[src/sv/fmc_pkg.sv]
// Shared types and constants for the mutex coordinator.
// Used by fmc_front, fmc_back, fifo_mutex_coordinator and the testbench; depends on nothing.
`default_nettype none

package fmc_pkg;

    localparam int ID_W     = 48;
    localparam int TAG_W    = 32;
    localparam int MODE_W   = 3;
    localparam int STATUS_W = 3;

    localparam int QUEUE_DEPTH_DEF = 16;

    localparam logic [MODE_W-1:0] MODE_CLOSE = 3'd0;
    localparam logic [MODE_W-1:0] MODE_INIT  = 3'd1;
    localparam logic [MODE_W-1:0] MODE_ENTER = 3'd2;
    localparam logic [MODE_W-1:0] MODE_LEAVE = 3'd3;

    localparam logic [STATUS_W-1:0] ST_CLOSED  = 3'd0;
    localparam logic [STATUS_W-1:0] ST_INIT    = 3'd1;
    localparam logic [STATUS_W-1:0] ST_ENTERED = 3'd2;
    localparam logic [STATUS_W-1:0] ST_LEFT    = 3'd3;
    localparam logic [STATUS_W-1:0] ST_WAIT    = 3'd4;

    typedef enum logic [1:0] {
        OP_CLOSE,
        OP_INIT,
        OP_ENTER,
        OP_LEAVE
    } op_t;

    typedef struct packed {
        op_t              op;
        logic [ID_W-1:0]  id;
        logic [TAG_W-1:0] tag;
    } cmd_t;

    typedef enum logic {
        BK_IDLE,
        BK_GRANT
    } back_state_t;

endpackage

`default_nettype wire

[src/sv/fmc_front.sv]
// Request front end: accepts words, drops unknown modes and queues commands.
// Depends on fmc_pkg; feeds fmc_back through a two-entry command queue.
`default_nettype none

module fmc_front
    import fmc_pkg::*;
(
    input  wire logic              clk,
    input  wire logic              rst_n,
    input  wire logic              in_valid,
    output logic                   in_stall,
    input  wire logic [MODE_W-1:0] mode,
    input  wire logic [ID_W-1:0]   client_id,
    input  wire logic [TAG_W-1:0]  echo_tag,
    output logic                   cmd_valid,
    output cmd_t                   cmd,
    input  wire logic              cmd_pop
);

    cmd_t       entry_reg [2];
    logic       wr_ptr_reg;
    logic       wr_ptr_next;
    logic       rd_ptr_reg;
    logic       rd_ptr_next;
    logic [1:0] count_reg;
    logic [1:0] count_next;
    logic       known;
    op_t        op;
    logic       push;

    always_comb
    begin
        known = 1'b1;
        op    = OP_CLOSE;
        case (mode)
            MODE_CLOSE: op = OP_CLOSE;
            MODE_INIT:  op = OP_INIT;
            MODE_ENTER: op = OP_ENTER;
            MODE_LEAVE: op = OP_LEAVE;
            default:    known = 1'b0;
        endcase
    end

    assign in_stall  = (count_reg == 2'd2);
    assign push      = in_valid && !in_stall && known;
    assign cmd_valid = (count_reg != 2'd0);
    assign cmd       = entry_reg[rd_ptr_reg];

    always_comb
    begin
        wr_ptr_next = push ? !wr_ptr_reg : wr_ptr_reg;
        rd_ptr_next = cmd_pop ? !rd_ptr_reg : rd_ptr_reg;
        count_next  = count_reg + {1'b0, push} - {1'b0, cmd_pop};
    end

    always_ff @(posedge clk or negedge rst_n)
    begin
        if (!rst_n)
        begin
            wr_ptr_reg <= 1'b0;
            rd_ptr_reg <= 1'b0;
            count_reg  <= 2'd0;
        end
        else
        begin
            wr_ptr_reg <= wr_ptr_next;
            rd_ptr_reg <= rd_ptr_next;
            count_reg  <= count_next;
        end
    end

    always_ff @(posedge clk)
    begin
        if (push)
        begin
            entry_reg[wr_ptr_reg] <= '{op: op, id: client_id, tag: echo_tag};
        end
    end

`ifndef SYNTHESIS
    a_no_pop_empty: assert property (@(posedge clk) disable iff (!rst_n)
        cmd_pop |-> cmd_valid)
        else $error("command popped from an empty queue");
    a_count_range: assert property (@(posedge clk) disable iff (!rst_n)
        count_reg != 2'd3)
        else $error("command queue count out of range");
    a_drop_unknown: assert property (@(posedge clk) disable iff (!rst_n)
        (in_valid && !in_stall && !known && !cmd_pop) |=> $stable(count_reg))
        else $error("unknown mode reached the command queue");
`endif

endmodule

`default_nettype wire

[src/sv/fmc_back.sv]
// Lock executor: owns the lock state, the wait queue memory and the result register.
// Depends on fmc_pkg; takes commands from fmc_front.
`default_nettype none

module fmc_back
    import fmc_pkg::*;
#(
    parameter int QUEUE_DEPTH = QUEUE_DEPTH_DEF
)
(
    input  wire logic                clk,
    input  wire logic                rst_n,
    input  wire logic                cmd_valid,
    input  wire cmd_t                cmd,
    output logic                     cmd_pop,
    output logic                     out_valid,
    input  wire logic                out_stall,
    output logic [ID_W-1:0]          dest_client,
    output logic [STATUS_W-1:0]      reply_status,
    output logic [TAG_W-1:0]         reply_tag,
    output logic                     queue_overflow,
    output logic                     last
);

    localparam int PTR_W = (QUEUE_DEPTH > 1) ? $clog2(QUEUE_DEPTH) : 1;
    localparam int CNT_W = $clog2(QUEUE_DEPTH + 1);

    logic [ID_W-1:0]     queue_mem [QUEUE_DEPTH];
    logic [ID_W-1:0]     rd_data_reg;

    back_state_t         state_reg;
    back_state_t         state_next;
    logic                busy_reg;
    logic                busy_next;
    logic [ID_W-1:0]     owner_reg;
    logic [ID_W-1:0]     owner_next;
    logic [PTR_W-1:0]    head_reg;
    logic [PTR_W-1:0]    head_next;
    logic [PTR_W-1:0]    tail_reg;
    logic [PTR_W-1:0]    tail_next;
    logic [CNT_W-1:0]    count_reg;
    logic [CNT_W-1:0]    count_next;
    logic [TAG_W-1:0]    hold_tag_reg;
    logic [TAG_W-1:0]    hold_tag_next;

    logic                out_valid_reg;
    logic                out_valid_next;
    logic [ID_W-1:0]     dest_reg;
    logic [ID_W-1:0]     dest_next;
    logic [STATUS_W-1:0] status_reg;
    logic [STATUS_W-1:0] status_next;
    logic [TAG_W-1:0]    tag_reg;
    logic [TAG_W-1:0]    tag_next;
    logic                ovf_reg;
    logic                ovf_next;
    logic                last_reg;
    logic                last_next;

    logic                out_free;
    logic                wr_en;
    logic                rd_en;

    assign out_free = !out_valid_reg || !out_stall;

    always_comb
    begin
        state_next     = state_reg;
        busy_next      = busy_reg;
        owner_next     = owner_reg;
        head_next      = head_reg;
        tail_next      = tail_reg;
        count_next     = count_reg;
        hold_tag_next  = hold_tag_reg;
        out_valid_next = out_valid_reg && out_stall;
        dest_next      = dest_reg;
        status_next    = status_reg;
        tag_next       = tag_reg;
        ovf_next       = ovf_reg;
        last_next      = last_reg;
        cmd_pop        = 1'b0;
        wr_en          = 1'b0;
        rd_en          = 1'b0;

        case (state_reg)
            BK_IDLE:
            begin
                if (cmd_valid && out_free)
                begin
                    cmd_pop   = 1'b1;
                    dest_next = cmd.id;
                    tag_next  = cmd.tag;
                    ovf_next  = 1'b0;
                    last_next = 1'b1;
                    case (cmd.op)
                        OP_CLOSE:
                        begin
                            out_valid_next = 1'b1;
                            status_next    = ST_CLOSED;
                        end
                        OP_INIT:
                        begin
                            out_valid_next = 1'b1;
                            status_next    = ST_INIT;
                        end
                        OP_ENTER:
                        begin
                            out_valid_next = 1'b1;
                            if (!busy_reg)
                            begin
                                busy_next   = 1'b1;
                                owner_next  = cmd.id;
                                status_next = ST_ENTERED;
                            end
                            else if (count_reg == CNT_W'(QUEUE_DEPTH))
                            begin
                                status_next = ST_WAIT;
                                ovf_next    = 1'b1;
                            end
                            else
                            begin
                                status_next = ST_WAIT;
                                wr_en       = 1'b1;
                                count_next  = count_reg + 1'b1;
                                tail_next   = (tail_reg == PTR_W'(QUEUE_DEPTH - 1)) ?
                                              '0 : tail_reg + 1'b1;
                            end
                        end
                        OP_LEAVE:
                        begin
                            if (busy_reg && owner_reg == cmd.id)
                            begin
                                out_valid_next = 1'b1;
                                status_next    = ST_LEFT;
                                if (count_reg == '0)
                                begin
                                    busy_next = 1'b0;
                                end
                                else
                                begin
                                    last_next     = 1'b0;
                                    rd_en         = 1'b1;
                                    hold_tag_next = cmd.tag;
                                    count_next    = count_reg - 1'b1;
                                    head_next     = (head_reg == PTR_W'(QUEUE_DEPTH - 1)) ?
                                                    '0 : head_reg + 1'b1;
                                    state_next    = BK_GRANT;
                                end
                            end
                        end
                        default:
                        begin
                            out_valid_next = out_valid_reg && out_stall;
                        end
                    endcase
                end
            end
            BK_GRANT:
            begin
                if (out_free)
                begin
                    out_valid_next = 1'b1;
                    dest_next      = rd_data_reg;
                    status_next    = ST_ENTERED;
                    tag_next       = hold_tag_reg;
                    ovf_next       = 1'b0;
                    last_next      = 1'b1;
                    owner_next     = rd_data_reg;
                    state_next     = BK_IDLE;
                end
            end
            default:
            begin
                state_next = BK_IDLE;
            end
        endcase
    end

    always_ff @(posedge clk or negedge rst_n)
    begin
        if (!rst_n)
        begin
            state_reg     <= BK_IDLE;
            busy_reg      <= 1'b0;
            owner_reg     <= '0;
            head_reg      <= '0;
            tail_reg      <= '0;
            count_reg     <= '0;
            out_valid_reg <= 1'b0;
        end
        else
        begin
            state_reg     <= state_next;
            busy_reg      <= busy_next;
            owner_reg     <= owner_next;
            head_reg      <= head_next;
            tail_reg      <= tail_next;
            count_reg     <= count_next;
            out_valid_reg <= out_valid_next;
        end
    end

    always_ff @(posedge clk)
    begin
        hold_tag_reg <= hold_tag_next;
        dest_reg     <= dest_next;
        status_reg   <= status_next;
        tag_reg      <= tag_next;
        ovf_reg      <= ovf_next;
        last_reg     <= last_next;
    end

    always_ff @(posedge clk)
    begin
        if (wr_en)
        begin
            queue_mem[tail_reg] <= cmd.id;
        end
        if (rd_en)
        begin
            rd_data_reg <= queue_mem[head_reg];
        end
    end

    assign out_valid      = out_valid_reg;
    assign dest_client    = dest_reg;
    assign reply_status   = status_reg;
    assign reply_tag      = tag_reg;
    assign queue_overflow = ovf_reg;
    assign last           = last_reg;

`ifndef SYNTHESIS
    a_count_bound: assert property (@(posedge clk) disable iff (!rst_n)
        count_reg <= CNT_W'(QUEUE_DEPTH))
        else $error("wait queue count exceeds its depth");
    a_grant_busy: assert property (@(posedge clk) disable iff (!rst_n)
        (state_reg == BK_GRANT) |-> busy_reg)
        else $error("handoff pending while the lock is free");
    a_not_last: assert property (@(posedge clk) disable iff (!rst_n)
        (out_valid_reg && !last_reg) |-> (state_reg == BK_GRANT))
        else $error("first result of a leave without a pending handoff");
    a_ovf_wait: assert property (@(posedge clk) disable iff (!rst_n)
        (out_valid_reg && ovf_reg) |-> (status_reg == ST_WAIT && count_reg != '0))
        else $error("overflow flagged on a result that is not a wait");
`endif

endmodule

`default_nettype wire

[src/sv/fifo_mutex_coordinator.sv]
// Top level of the mutex coordinator: front end, command queue and lock executor.
// Depends on fmc_pkg, fmc_front and fmc_back.
//
// Each input word is a lock request; unknown modes are accepted and give no result.
// The executor finishes one request per cycle while its output register is free, and a leave
// that hands the lock to a waiting client gives two results, since both results pass through
// the one output register; the second result, issued from the grant state, also covers
// the registered read of the wait-queue memory. A request passes through a two-entry
// command queue before the executor, and each result sits in an output register, so up
// to two further words are accepted while a result stalls.
// An enter against a full wait queue answers wait with queue_overflow set.
`default_nettype none

module fifo_mutex_coordinator
    import fmc_pkg::*;
#(
    parameter int QUEUE_DEPTH = QUEUE_DEPTH_DEF
)
(
    input  wire logic                clk,
    input  wire logic                rst_n,
    input  wire logic                in_valid,
    output logic                     in_stall,
    input  wire logic [MODE_W-1:0]   mode,
    input  wire logic [ID_W-1:0]     client_id,
    input  wire logic [TAG_W-1:0]    echo_tag,
    output logic                     out_valid,
    input  wire logic                out_stall,
    output logic [ID_W-1:0]          dest_client,
    output logic [STATUS_W-1:0]      reply_status,
    output logic [TAG_W-1:0]         reply_tag,
    output logic                     queue_overflow,
    output logic                     last
);

    logic cmd_valid;
    cmd_t cmd;
    logic cmd_pop;

    fmc_front u_front (
        .clk       (clk),
        .rst_n     (rst_n),
        .in_valid  (in_valid),
        .in_stall  (in_stall),
        .mode      (mode),
        .client_id (client_id),
        .echo_tag  (echo_tag),
        .cmd_valid (cmd_valid),
        .cmd       (cmd),
        .cmd_pop   (cmd_pop)
    );

    fmc_back #(
        .QUEUE_DEPTH (QUEUE_DEPTH)
    ) u_back (
        .clk            (clk),
        .rst_n          (rst_n),
        .cmd_valid      (cmd_valid),
        .cmd            (cmd),
        .cmd_pop        (cmd_pop),
        .out_valid      (out_valid),
        .out_stall      (out_stall),
        .dest_client    (dest_client),
        .reply_status   (reply_status),
        .reply_tag      (reply_tag),
        .queue_overflow (queue_overflow),
        .last           (last)
    );

endmodule

`default_nettype wire

[config.mk]
export PLATFORM = sky130hd
export DESIGN_NAME = fifo_mutex_coordinator
export DESIGN_NICKNAME = d
export VERILOG_FILES = /design/src/sv/fmc_pkg.sv /design/src/sv/fmc_front.sv /design/src/sv/fmc_back.sv /design/src/sv/fifo_mutex_coordinator.sv
export SDC_FILE = /design/constraint.sdc
export NUM_CORES = 1
export LEC_CHECK = 0
export ABC_CLOCK_PERIOD_IN_PS = 8650
export BUFFER_PORTS_ARGS = -buffer_cell sky130_fd_sc_hd__buf_2
export CAP_MARGIN = 30
export CORE_MARGIN = 1.5
export CORE_UTILIZATION = 60
export DETAILED_ROUTE_END_ITERATION = 6
export PLACE_DENSITY = 0.78
export SKIP_LAST_GASP = 1
export SYNTH_ARGS = -nofsm -noshare
export SYNTH_HDL_FRONTEND = slang
export SYNTH_SLANG_ARGS = --single-unit
[constraint.sdc]
create_clock -name clk -period 8.65 [get_ports clk]
set_input_delay 0.865 -clock clk [delete_from_list [all_inputs] [get_ports clk]]
set_output_delay 0.865 -clock clk [all_outputs]
set_load 0.1 [all_outputs]
# Yosys cells after proc, flatten, opt, wreduce, memory -nomap -nowiden
# Memories as Yosys holds them, arrays and structs flattened. A register that Yosys moved wholly into a read port is not among the register bits.
# Cells that the tools add are included.
# totals
regBits	185
ram_bits	932
inputBits	87
out_inout_bits	87
wordCells	136
memories	2
# memory_table
name	depth	width	rd	rd_clocked_by_memory_dff	write_ports	line	source
u_back.queue_mem	16	48	1	1	1	fmc_back.sv:28	logic [ID_W-1:0] queue_mem [QUEUE_DEPTH];
u_front.entry_reg	2	82	1	0	1	fmc_front.sv:20	cmd_t entry_reg [2];
# op_classes
add_sub_neg	6
n_eq_ne	21
muxes	63
bitwise	3
n_reduce_logical	25
# op_table
operator	count
$mux 48	5
$pmux 48 s2	2
$mux 32	2
$pmux 32 s2	1
$eq 48x48->1	1
$mux 1	33
$mux 5	4
$reduce_and 5->1	3
$mux 3	4
$pmux 1 s2	6
$pmux 3 s4	1
$ne 2x2->1 const B	5
$pmux 5 s2	1
$add 4x1->4 const B	2
$eq 4x4->1 const B	2
$mux 4	2
$ne 2x1->1 const B	4
$reduce_and 7->1	1
$eq 2x2->1 const B	3
$eq 3x2->1 const B	2
$pmux 2 s3	1
$pmux 3 s2	1
$add 5x1->5 const B	1
$eq 5x5->1 const B	1
19 further kinds	30

# Depth between registers and ports, before layout
# Gate-level depths: netlist of run 1.
# logic_depth
ltp_word	8
mapped_depth	13
mapped_depth_nobuf	10

# By module
# Synthesis of run 1 repeated with hierarchy kept, for this count alone.
# unflattened
hier_cells	2278
area_unflattened_um2	44851.8
# by_module_without_submodules
mod	n_inst	cells_each	area_each_um2	seq_area_each_um2
fmc_back	1	2003	38705.9	29618.4
fmc_front	1	275	6145.9	5024.8

# Worst setup path before layout of run 1
# No wires, ideal clock.
# synth_timing
kind	register to register
from	register u_back.out_valid_reg (netlist: u_back.out_valid)
to	register u_back.status_reg[0] (netlist: u_back.reply_status[0]), enable pin
setup_time_ps	348
arrival_ps	7566
required_time_ps	8302
slack_ps	736
path_stages_with_launch	4
n_path_buf	0
synth_period_minus_slack_ps	7914
path_cell_list	dfrtp_1 nand2_1 a21boi_0 a21boi_0
# synth_between
elab_chain_cells	5
word_cells_on_any_way	6
classes_between	eq/ne: 2; reduce/logical: 4
# synth_rtl
element	line	source
start: declaration	fmc_back.sv:46	logic out_valid_reg;
start signal: assignment	fmc_back.sv:198	out_valid_reg <= out_valid_next;
$logic_not 1->1 (*)	fmc_back.sv:63	assign out_free = !out_valid_reg || !out_stall;
$logic_or 1x1->1 (*)	fmc_back.sv:63	
$logic_and 1x1->1	fmc_back.sv:87	if (cmd_valid && out_free)
$ne 2x1->1 (no line)	-	
$reduce_and 3->1 (no line) (*)	-	
end signal: assignment	fmc_back.sv:206	status_reg <= status_next;
end: declaration	fmc_back.sv:50	logic [STATUS_W-1:0] status_reg;
# Every way passes the cells marked *; elsewhere a longest branch is shown, timed or not.
# A chain may end at the register's enable or synchronous reset.

==> out/metrics.cfg, run 1 <==
[pwr]
p_int_mw=10.9
leakagePower_nw=16.5
power_frac_seq=0.469
p_switching_mw=5.08
pwr-share-comb=0.212
ir_worst_vdd_v=0.000344
p_clk_frac=0.318
p_per_area_nw_per_um2=315
totalPowerFinal_mw=16.0
swShare=0.318

[logic_synthesis]
syn_inst=2231
syn_nets=2329
synth_fa_ha_area_frac=0.00325
async_flop_share=0.0584
yosys_warnings=0
synth_compound_area_frac=0.0363
synth_top_area_share=0.738
ys_seq_area_frac=0.776
synthMuxAreaShare=0.146
ys.flop_type=edfxtp_1
synth_top_family_by_area=multiplexers
synth_cell_type_count=46
yosys-top-cells-area=edfxtp_1 (74%), mux2_2 (5.4%), mux4_2 (4.8%)
synth_xor_area_frac=0.0112
synth_area_sq_um=44700
synth_edf_count=1097
synth_top_area_cell=edfxtp_1
synth-seq-cells=1165
yosys.area_share.simple=0.0173
syn_avg_cell_area_sq_um=20.0

[worst_setup_path]
r2r_slack_ns=3.18
crit_path_end_kind=register
reg2reg_depth=8
crit_fanout=51
worstSetupPathType=reg2reg
worst_setup_path_start_kind=register
reg2reg_to=u_back.rd_data_reg[42]
r2r_start=u_front.rd_ptr_reg
cp.arrival_ns=5.75
worstPathRequired_ns=8.93

[clock_network]
cts_resized=0
clockBufferDepth=3
cts_hold_buffers=0
clock-root-buffer=clkbuf_16
numCtsBuffers=111
cts_htree_levels=3
clock_latency_ns=0.69
post_cts_buffers=0
cts_tree=yes
numClockSinks=1165
path_clk_slew_ns=0.07

[sta]
finalMaxSlewViolations=0
fin_hold_ws_ns=0.0951
finalClockSkew_ns=0.0374
finalCritPeriodShare=0.632
tightestPinTransition_ns=1.08
finalHoldViolations=0
rsz0062_at_grt=false
fmax_mhz=183
setup_slack_ns=3.18
setup_viol=0
setup_tns_ns=0
period_minus_slack_ns=5.47
relSlewSlack=0.276

[cells_and_area]
area_growth_pct=13.5
stdcell_count=3502
final_common_cell=edfxtp_1
design_area_sq_um=50700
seq_area_sq_um=34700
nets=2546
multiInputGateArea_sq_um=9700
diodes=0
largest_reg_flops=768
final_cell_mix=edfxtp_1 (1097), mux2_2 (213), mux2i_1 (195), buf_2 (172), clkbuf_16 (111)
drive_gt1_frac=0.290
n_fill_cell=4387
final_util=0.691

[routing]
ant_nets=0
avgViaCountPerCell=6.55
wl_um=103000
firstDrtPassIters=7
vias=22900
detail_route.wl_per_cell_um=29.4
drc=10
initialDrtViolationCount=2612

[global_route]
overflow=0
grt.total_usage=0.274
grt_max_degree=133
grt_pass1_vias=23500
antenna_found_initial=3
grt_pass1_wl_um=150000

[die]
coreArea_sq_um=73300
core.rowCount=99
die_h_um=276
initial_utilization=0.609
ioPinCount=174
die_area_sq_um=76100
fp.dieW_um=276

[place]
gp_congestion=0.881
dp_cells=3294
dp.final_hpwl_um=56800
place_area_sq_um=46800
port_buffers=173
post-place-ws_ns=3.43

[job]
maxCapViolations=0

[status]
status=finished, violations left
violations=DRC

[worst_hold_path]
min-delay-path-class=in2async

## worst max-delay path, stage by stage, from the launching register on
cell and delay (ns):
dfrtp_4 0.90, buf_4 0.72, mux2_2 0.58, xor2_1 0.24, nor4_1 0.34, nand4_1 0.19
nor4_1 0.89, and4_2 0.36, buf_4 0.76
## final cells by class
type                            count  share of cell area
Inverter                           12            0.000938
Clock inverter                     68              0.0164
Sequential cell                  1165               0.684
Clock buffer                      140              0.0599
Tap cell                          959              0.0237
Timing Repair Buffer              213              0.0238
Multi-Input combinational cell    945               0.191
## Yosys cell counts, types with 19 or more instances
library cell	number
edfxtp_1	1097
mux2_2	213
mux2i_1	195
a221oi_1	96
mux4_2	96
clkbuf_1	81
dfrtp_1	68
nand2_1	65
o21ai_0	56
a22oi_1	49
xor2_1	46
nor4_1	22
buf_1	19
## per-layer routing
metal,vias up,wire length (um),GRT usage
met3,212,9140,0.0502
met4,2,3400,0.0975
met5,-,11,0
li1,9542,-,-
met1,11900,40300,0.382
met2,1246,49900,0.442
## kinds of logic after synthesis
| family | after synthesis |
|---|---|
| buf+inv | 121 |
| xor+xnor | 57 |
| flops | 1165 |
| fa+ha+maj | 11 |
| simple gates | 154 |
| mux | 504 |
| compound gates | 219 |
## power groups by stage
| stage | combinational, mW | sequential [mW] | clock [mW] |
|---|---|---|---|
| after detailed placement | 3.35 | 7.60 | 0 |
| after CTS | 3.37 | 7.50 | 5.13 |
| after floorplan | 1.24 | 8.77 | 0 |
| after global routing | 3.53 | 7.54 | 5.35 |
| final | 3.39 | 7.50 | 5.09 |
| after global placement | 3.27 | 7.58 | 0 |
## worst max-delay path by stage
stage | depth (start not counted) | to | slack (ns) | start
5_1_grt | 8 | u_back.rd_data_reg[11] | 3.09 | u_front.rd_ptr_reg
4_1_cts | 8 | u_back.rd_data_reg[44] | 3.40 | u_front.rd_ptr_reg
3_5_place_dp | 8 | u_back.rd_data_reg[34] | 3.43 | u_front.rd_ptr_reg
3_3_place_gp | 8 | u_back.rd_data_reg[34] | 3.51 | u_front.rd_ptr_reg
2_1_floorplan | 3 | u_back.reply_status[0] | 0.74 | u_back.out_valid
6_report | 8 | u_back.rd_data_reg[42] | 3.18 | u_front.rd_ptr_reg
(Power assumes the default switching activity.)
==> run 2, diff against run 1 <==
Settings changed: ABC_CLOCK_PERIOD_IN_PS 8650 to 4500, CORE_UTILIZATION 60 to 55, PLACE_DENSITY 0.78 to 0.75.
Clock period 8.65 ns to 4.5 ns, I/O delays scaled along.
==> run 2 against run 1 <==
Compared with the run above: the flow now finishes without violations; largest cell class unchanged; combinational power is 99% higher; sequential cell count unchanged; global-route usage shrank 1.3 points; final cell count increased by 6.3%; wire length up 4.8%.
==> out/metrics.cfg, run 2 (synthesized netlist as in run 1, its figures left out) <==
[status]
status=finished clean

[pwr]
p_per_area_nw_per_um2=584  ; +85%
ir_worst_vdd_v=0.000566  ; +64%
leakagePower_nw=16.9  ; +2.7%

[global_route]
overflow=0  ; unchanged
grt_max_degree=63  ; -53%
grt_pass1_wl_um=157000  ; +4.1%
grt_pass1_vias=23900  ; +1.6%
grt.total_usage=0.261  ; -0.0129
antenna_found_initial=6  ; +3

[cells_and_area]
final_util=0.646  ; -0.0448
nets=2659  ; +4.4%
final_cell_mix=edfxtp_1 (1097), mux2_2 (213), mux2i_1 (195), buf_2 (172), clkbuf_16 (115)
stdcell_count=3721  ; +6.3%
n_fill_cell=5181  ; +18%
final_common_cell=edfxtp_1
drive_gt1_frac=0.282  ; -0.00775
design_area_sq_um=52000  ; +2.6%
area_growth_pct=16.4
largest_reg_flops=768  ; unchanged

[routing]
wl_um=108000  ; +4.8%
ant_nets=0  ; unchanged
firstDrtPassIters=7  ; unchanged
vias=23800  ; +3.6%
initialDrtViolationCount=2627  ; +0.57%
detail_route.wl_per_cell_um=29.0  ; -1.4%
avgViaCountPerCell=6.38  ; -2.5%
drc=0  ; -10

[sta]
relSlewSlack=0.334  ; +0.0578
finalCritPeriodShare=0.869  ; +0.237
period_minus_slack_ns=3.91  ; -1.56 ns
finalClockSkew_ns=0.0333  ; -0.00404 ns
finalMaxSlewViolations=0  ; unchanged
fmax_mhz=256  ; +40%
finalHoldViolations=0  ; unchanged
tightestPinTransition_ns=1.00  ; -0.0777 ns
rsz0062_at_grt=false
setup_viol=0  ; unchanged

[clock_network]
cts_resized=0  ; unchanged
numClockSinks=1165  ; unchanged
clock-root-buffer=clkbuf_16
clockBufferDepth=3  ; unchanged
cts_hold_buffers=80  ; +80
post_cts_buffers=0  ; unchanged
cts_htree_levels=3  ; unchanged
numCtsBuffers=113  ; +1.8%
path_clk_slew_ns=0.06  ; about the same
clock_latency_ns=0.70  ; about the same
cts_tree=yes

[place]
port_buffers=173  ; unchanged
gp_congestion=0.915  ; +3.8%
dp.final_hpwl_um=58600  ; +3.2%
place_area_sq_um=47500  ; +1.5%
dp_cells=3426  ; +4.0%

[worst_setup_path]
reg2reg_depth=8  ; unchanged
worstPathRequired_ns=4.84  ; -4.09 ns
crit_path_end_kind=register
cpLargestDelayFamily=simple AND/OR/NAND/NOR gates
cp.arrival_ns=4.25  ; -1.50 ns
reg2reg_to=u_back.reply_status[1]
r2r_slack_ns=0.59  ; -2.59 ns
cp_slowest_cell=dfrtp_4
crit_fanout=25  ; -51%
critical-path-max-stage-delay_ns=0.64  ; -0.26 ns
cp_num_buf_inv=1  ; -1
crit_chain=buf_12 -> mux2_2 -> xor2_1 -> nor4_1 -> nand4_1 -> nor4_4 -> nor2_1 -> a21boi_0
worstSetupPathType=reg2reg
r2r_start=u_front.rd_ptr_reg
worst_setup_path_start_kind=register

[worst_hold_path]
min_path_cells=1
min_from=client_id[5]
min-delay-path-class=in2reg
whs_endpoint=u_front.entry_reg[1][37]

[die]
die_area_sq_um=82900  ; +9.0%
coreArea_sq_um=80400  ; +9.7%
initial_utilization=0.555  ; -0.0537
fp.dieW_um=288  ; +4.4%
core.rowCount=104  ; +5.1%
ioPinCount=174  ; unchanged
die_h_um=288  ; +4.4%

[job]
maxCapViolations=0  ; unchanged

==> run 2: changes by cell type in the layout (fill, tap and decap cells not counted), sizes merged, moves of 3 or more <==
cell / previous run / this run
clkinv: 38 / 48
buf: 213 / 244
clkbuf: 140 / 151
bufinv: 18 / 8
clkinvlp: 6 / 3
inv: 18 / 15
dlygate4sd3: 0 / 80
==> run 2: how the worst max path moves through the flow <==
stage	start	to	slack, ns	cells after the start
finish	u_front.rd_ptr_reg	u_back.reply_status[1]	0.59	8
global placement	u_front.rd_ptr_reg	u_back.reply_status[1]	0.86	8
CTS	u_front.rd_ptr_reg	u_back.reply_status[1]	0.73	8
detailed placement	u_front.rd_ptr_reg	u_back.reply_status[1]	0.74	8
floorplan	u_back.out_valid	u_back.queue_mem[7][0]	-0.28	7
global route	u_front.rd_ptr_reg	u_back.count_reg[4]	0.43	11
==> run 2: per-layer routing <==
metal,GRT usage,part of all wire,up-vias,wire (um)
met3,0.0460,0.094,189,10100
met1,0.373,0.40,12400,42900
met2,0.416,0.48,1410,52100
li1,-,-,9777,-
met4,0.0787,0.024,8,2620
met5,0,0.00051,-,55
==> run 2: report_power, final <==
| group | switching [mW] | leakage, nW | internal (mW) |
|---|---|---|---|
| combinational | 5.30 | 4.35 | 1.47 |
| sequential | 0.508 | 10.8 | 13.8 |
| clock | 3.99 | 1.80 | 5.30 |
| total | 9.80 | 16.9 | 20.6 |
==> run 2: layout make-up <==
type                       instances  area (sq um)  area share
clock buffer                     151          3090      0.0595
tap                             1060          1330      0.0255
sequential                      1165         34700       0.667
multi-input combinational        945          9730       0.187
timing repair buffer             324          2550      0.0491
inverter                          12          48.8    0.000939
clock inverter                    62           563      0.0108
antenna                            2          5.00   0.0000963
==> run 2: metrics by stage <==
step	hold slack (ns)	power, mW	setup slack, ns	TNS [ns]
3_3_place_gp	0.505	21.0	0.860	0
2_1_floorplan	0.154	19.2	-0.282	-79.34
3_5_place_dp	0.512	21.2	0.740	0
6_report	0.0430	30.4	0.590	0
4_1_cts	0.0146	30.4	0.727	0
5_1_grt	0.0214	31.2	0.431	0
==> run 3, diff against run 2 <==
Settings changed: ABC_CLOCK_PERIOD_IN_PS 4500 to 3700, CORE_UTILIZATION 55 to 60, PLACE_DENSITY 0.75 to 0.78.
Clock period 4.5 ns to 3.7 ns, I/O delays scaled along.
==> run 3 against run 2 <==
Compared with the run above: sequential power up 22%; core utilization up 6.3 points; die area down 8.2%; wire length up 2.9%; largest cell class unchanged; largest power group unchanged.
==> out/metrics.cfg, run 3 (synthesized netlist as in run 1, its figures left out) <==
[global_route]
grt_max_degree=97  ; +54%
grt_pass1_vias=24300  ; +1.8%
grt.total_usage=0.296  ; +0.0342
grt_pass1_wl_um=160000  ; +2.2%
overflow=0  ; unchanged
antenna_found_initial=5  ; -1

[routing]
drc=0  ; unchanged
firstDrtPassIters=5  ; -2
ant_nets=0  ; unchanged
detail_route.wl_per_cell_um=30.4  ; +4.9%
vias=23900  ; +0.51%
avgViaCountPerCell=6.55  ; +2.5%
initialDrtViolationCount=2833  ; +7.8%
wl_um=111000  ; +2.9%

[cells_and_area]
final_cell_mix=edfxtp_1 (1097), mux2_2 (213), mux2i_1 (195), buf_2 (172), clkbuf_16 (110)
nets=2689  ; +1.1%
largest_reg_flops=768  ; unchanged
design_area_sq_um=52000  ; +0.11%
final_common_cell=edfxtp_1
area_growth_pct=16.5
drive_gt1_frac=0.288  ; +0.00562

[sta]
finalClockSkew_ns=0.0360  ; +0.00260 ns
finalMaxSlewViolations=0  ; unchanged
setup_slack_ns=0.149  ; -0.441 ns
tightestPinTransition_ns=0.981  ; -0.0190 ns
fin_hold_ws_ns=0.0348  ; -0.00811 ns
setup_viol=0  ; unchanged
fmax_mhz=282  ; +10%
setup_tns_ns=0  ; unchanged
finalCritPeriodShare=0.960  ; +0.0908
relSlewSlack=0.346  ; +0.0127
rsz0062_at_grt=false
period_minus_slack_ns=3.55  ; -0.359 ns
finalHoldViolations=0  ; unchanged

[die]
coreArea_sq_um=73300  ; -8.8%
ioPinCount=174  ; unchanged
initial_utilization=0.609  ; +0.0537
die_area_sq_um=76100  ; -8.2%
die_h_um=276  ; -4.2%
core.rowCount=99  ; -4.8%
fp.dieW_um=276  ; -4.2%

[place]
port_buffers=173  ; unchanged
gp_congestion=0.894  ; -2.2%
dp.final_hpwl_um=64800  ; +11%
post-place-ws_ns=0.264  ; -0.476 ns
place_area_sq_um=47800  ; +0.62%

[clock_network]
cts_tree=yes
cts_hold_buffers=82  ; +2.5%
numClockSinks=1165  ; unchanged
post_cts_buffers=0  ; unchanged
clock_latency_ns=0.71  ; about the same
cts_htree_levels=3  ; unchanged
path_clk_slew_ns=0.06  ; about the same
numCtsBuffers=109  ; -3.5%
cts_resized=0  ; unchanged
clockBufferDepth=3  ; unchanged
clock-root-buffer=clkbuf_16

[pwr]
totalPowerFinal_mw=36.7  ; +21%
ir_worst_vdd_v=0.000765  ; +35%
leakagePower_nw=17.0  ; +0.52%
p_per_area_nw_per_um2=705  ; +21%

[worst_setup_path]
worst_setup_path_start_kind=register
cp.arrival_ns=3.92  ; -0.33 ns
critical-path-max-stage-delay_ns=0.45  ; -0.19 ns
crit_chain=buf_12 -> buf_12 -> mux2_2 -> xor2_1 -> nor4_1 -> nand4_1 -> nor4_1 -> buf_4 -> and4_2 -> buf_12
worstPathRequired_ns=4.07  ; -0.77 ns
cp_slowest_cell=dfrtp_4
crit_path_end_kind=register
crit_fanout=43  ; +72%
path_common_cell=buf_12
worstSetupPathType=reg2reg

[job]
maxCapViolations=0  ; unchanged

[status]
status=finished clean

[worst_hold_path]
min-delay-path-class=in2reg

-- run 3: cell count changes in the layout (fill, tap and decap cells not counted), sizes merged --
cell | before | now
dlygate4sd3 | 80 | 82
clkinv | 48 | 45
inv | 15 | 16
bufinv | 8 | 5
clkbuf | 151 | 150
buf | 244 | 276
-- run 3: area by class of cell --
type	instances	area (sq um)
multi-input combinational	945	9730
clock inverter	57	468
inverter	12	47.5
timing repair buffer	358	2990
sequential	1165	34700
clock buffer	150	2930
tap	959	1200
fill	4205	21300
antenna	2	5.00
-- run 3: per-layer routing --
| layer | part of all wire | global-route usage |
|---|---|---|
| met5 | 0.00024 | 0 |
| met4 | 0.038 | 0.115 |
| met3 | 0.098 | 0.0667 |
| met2 | 0.48 | 0.473 |
| met1 | 0.38 | 0.401 |
-- run 3: where the power goes --
group / switching [mW] / leakage [nW] / internal (mW)
registers: 0.624 / 10.8 / 16.8
clock network: 4.79 / 1.67 / 5.92
logic: 6.61 / 4.56 / 1.95
-- run 3: final timing paths --
kind                                 startpoint                       end  slack (ns)  cells past startpoint
setup / recovery             u_front.rd_ptr_reg    u_back.rd_data_reg[30]        0.15                     10
hold / removal                    client_id[46]  u_front.entry_reg[0][78]        0.03                      1
min in group asynchronous                 rst_n        u_front.rd_ptr_reg        0.32                      2
hold reg to reg            u_back.owner_reg[21]      u_back.owner_reg[21]        0.52                      1
max in group asynchronous                 rst_n      u_back.owner_reg[16]        2.49                      3
setup reg to reg             u_front.rd_ptr_reg    u_back.rd_data_reg[30]        0.15                     10
-- run 3: critical path: cells and delay by family, from the launching register on --
kind          cells  cell delay [ns]
xor+xnor          1             0.16
buf+inv           4             0.98
flops             1             0.45
mux               1             0.41
simple gates      4             1.16
-- run 3: through the flow --
step / instances / util
after floorplan: 2231 / -
after global placement: 3357 / 0.652
after detailed placement: 3357 / 0.652
after CTS: 3646 / 0.709
after global routing: 3647 / 0.710
final: 3648 / 0.710
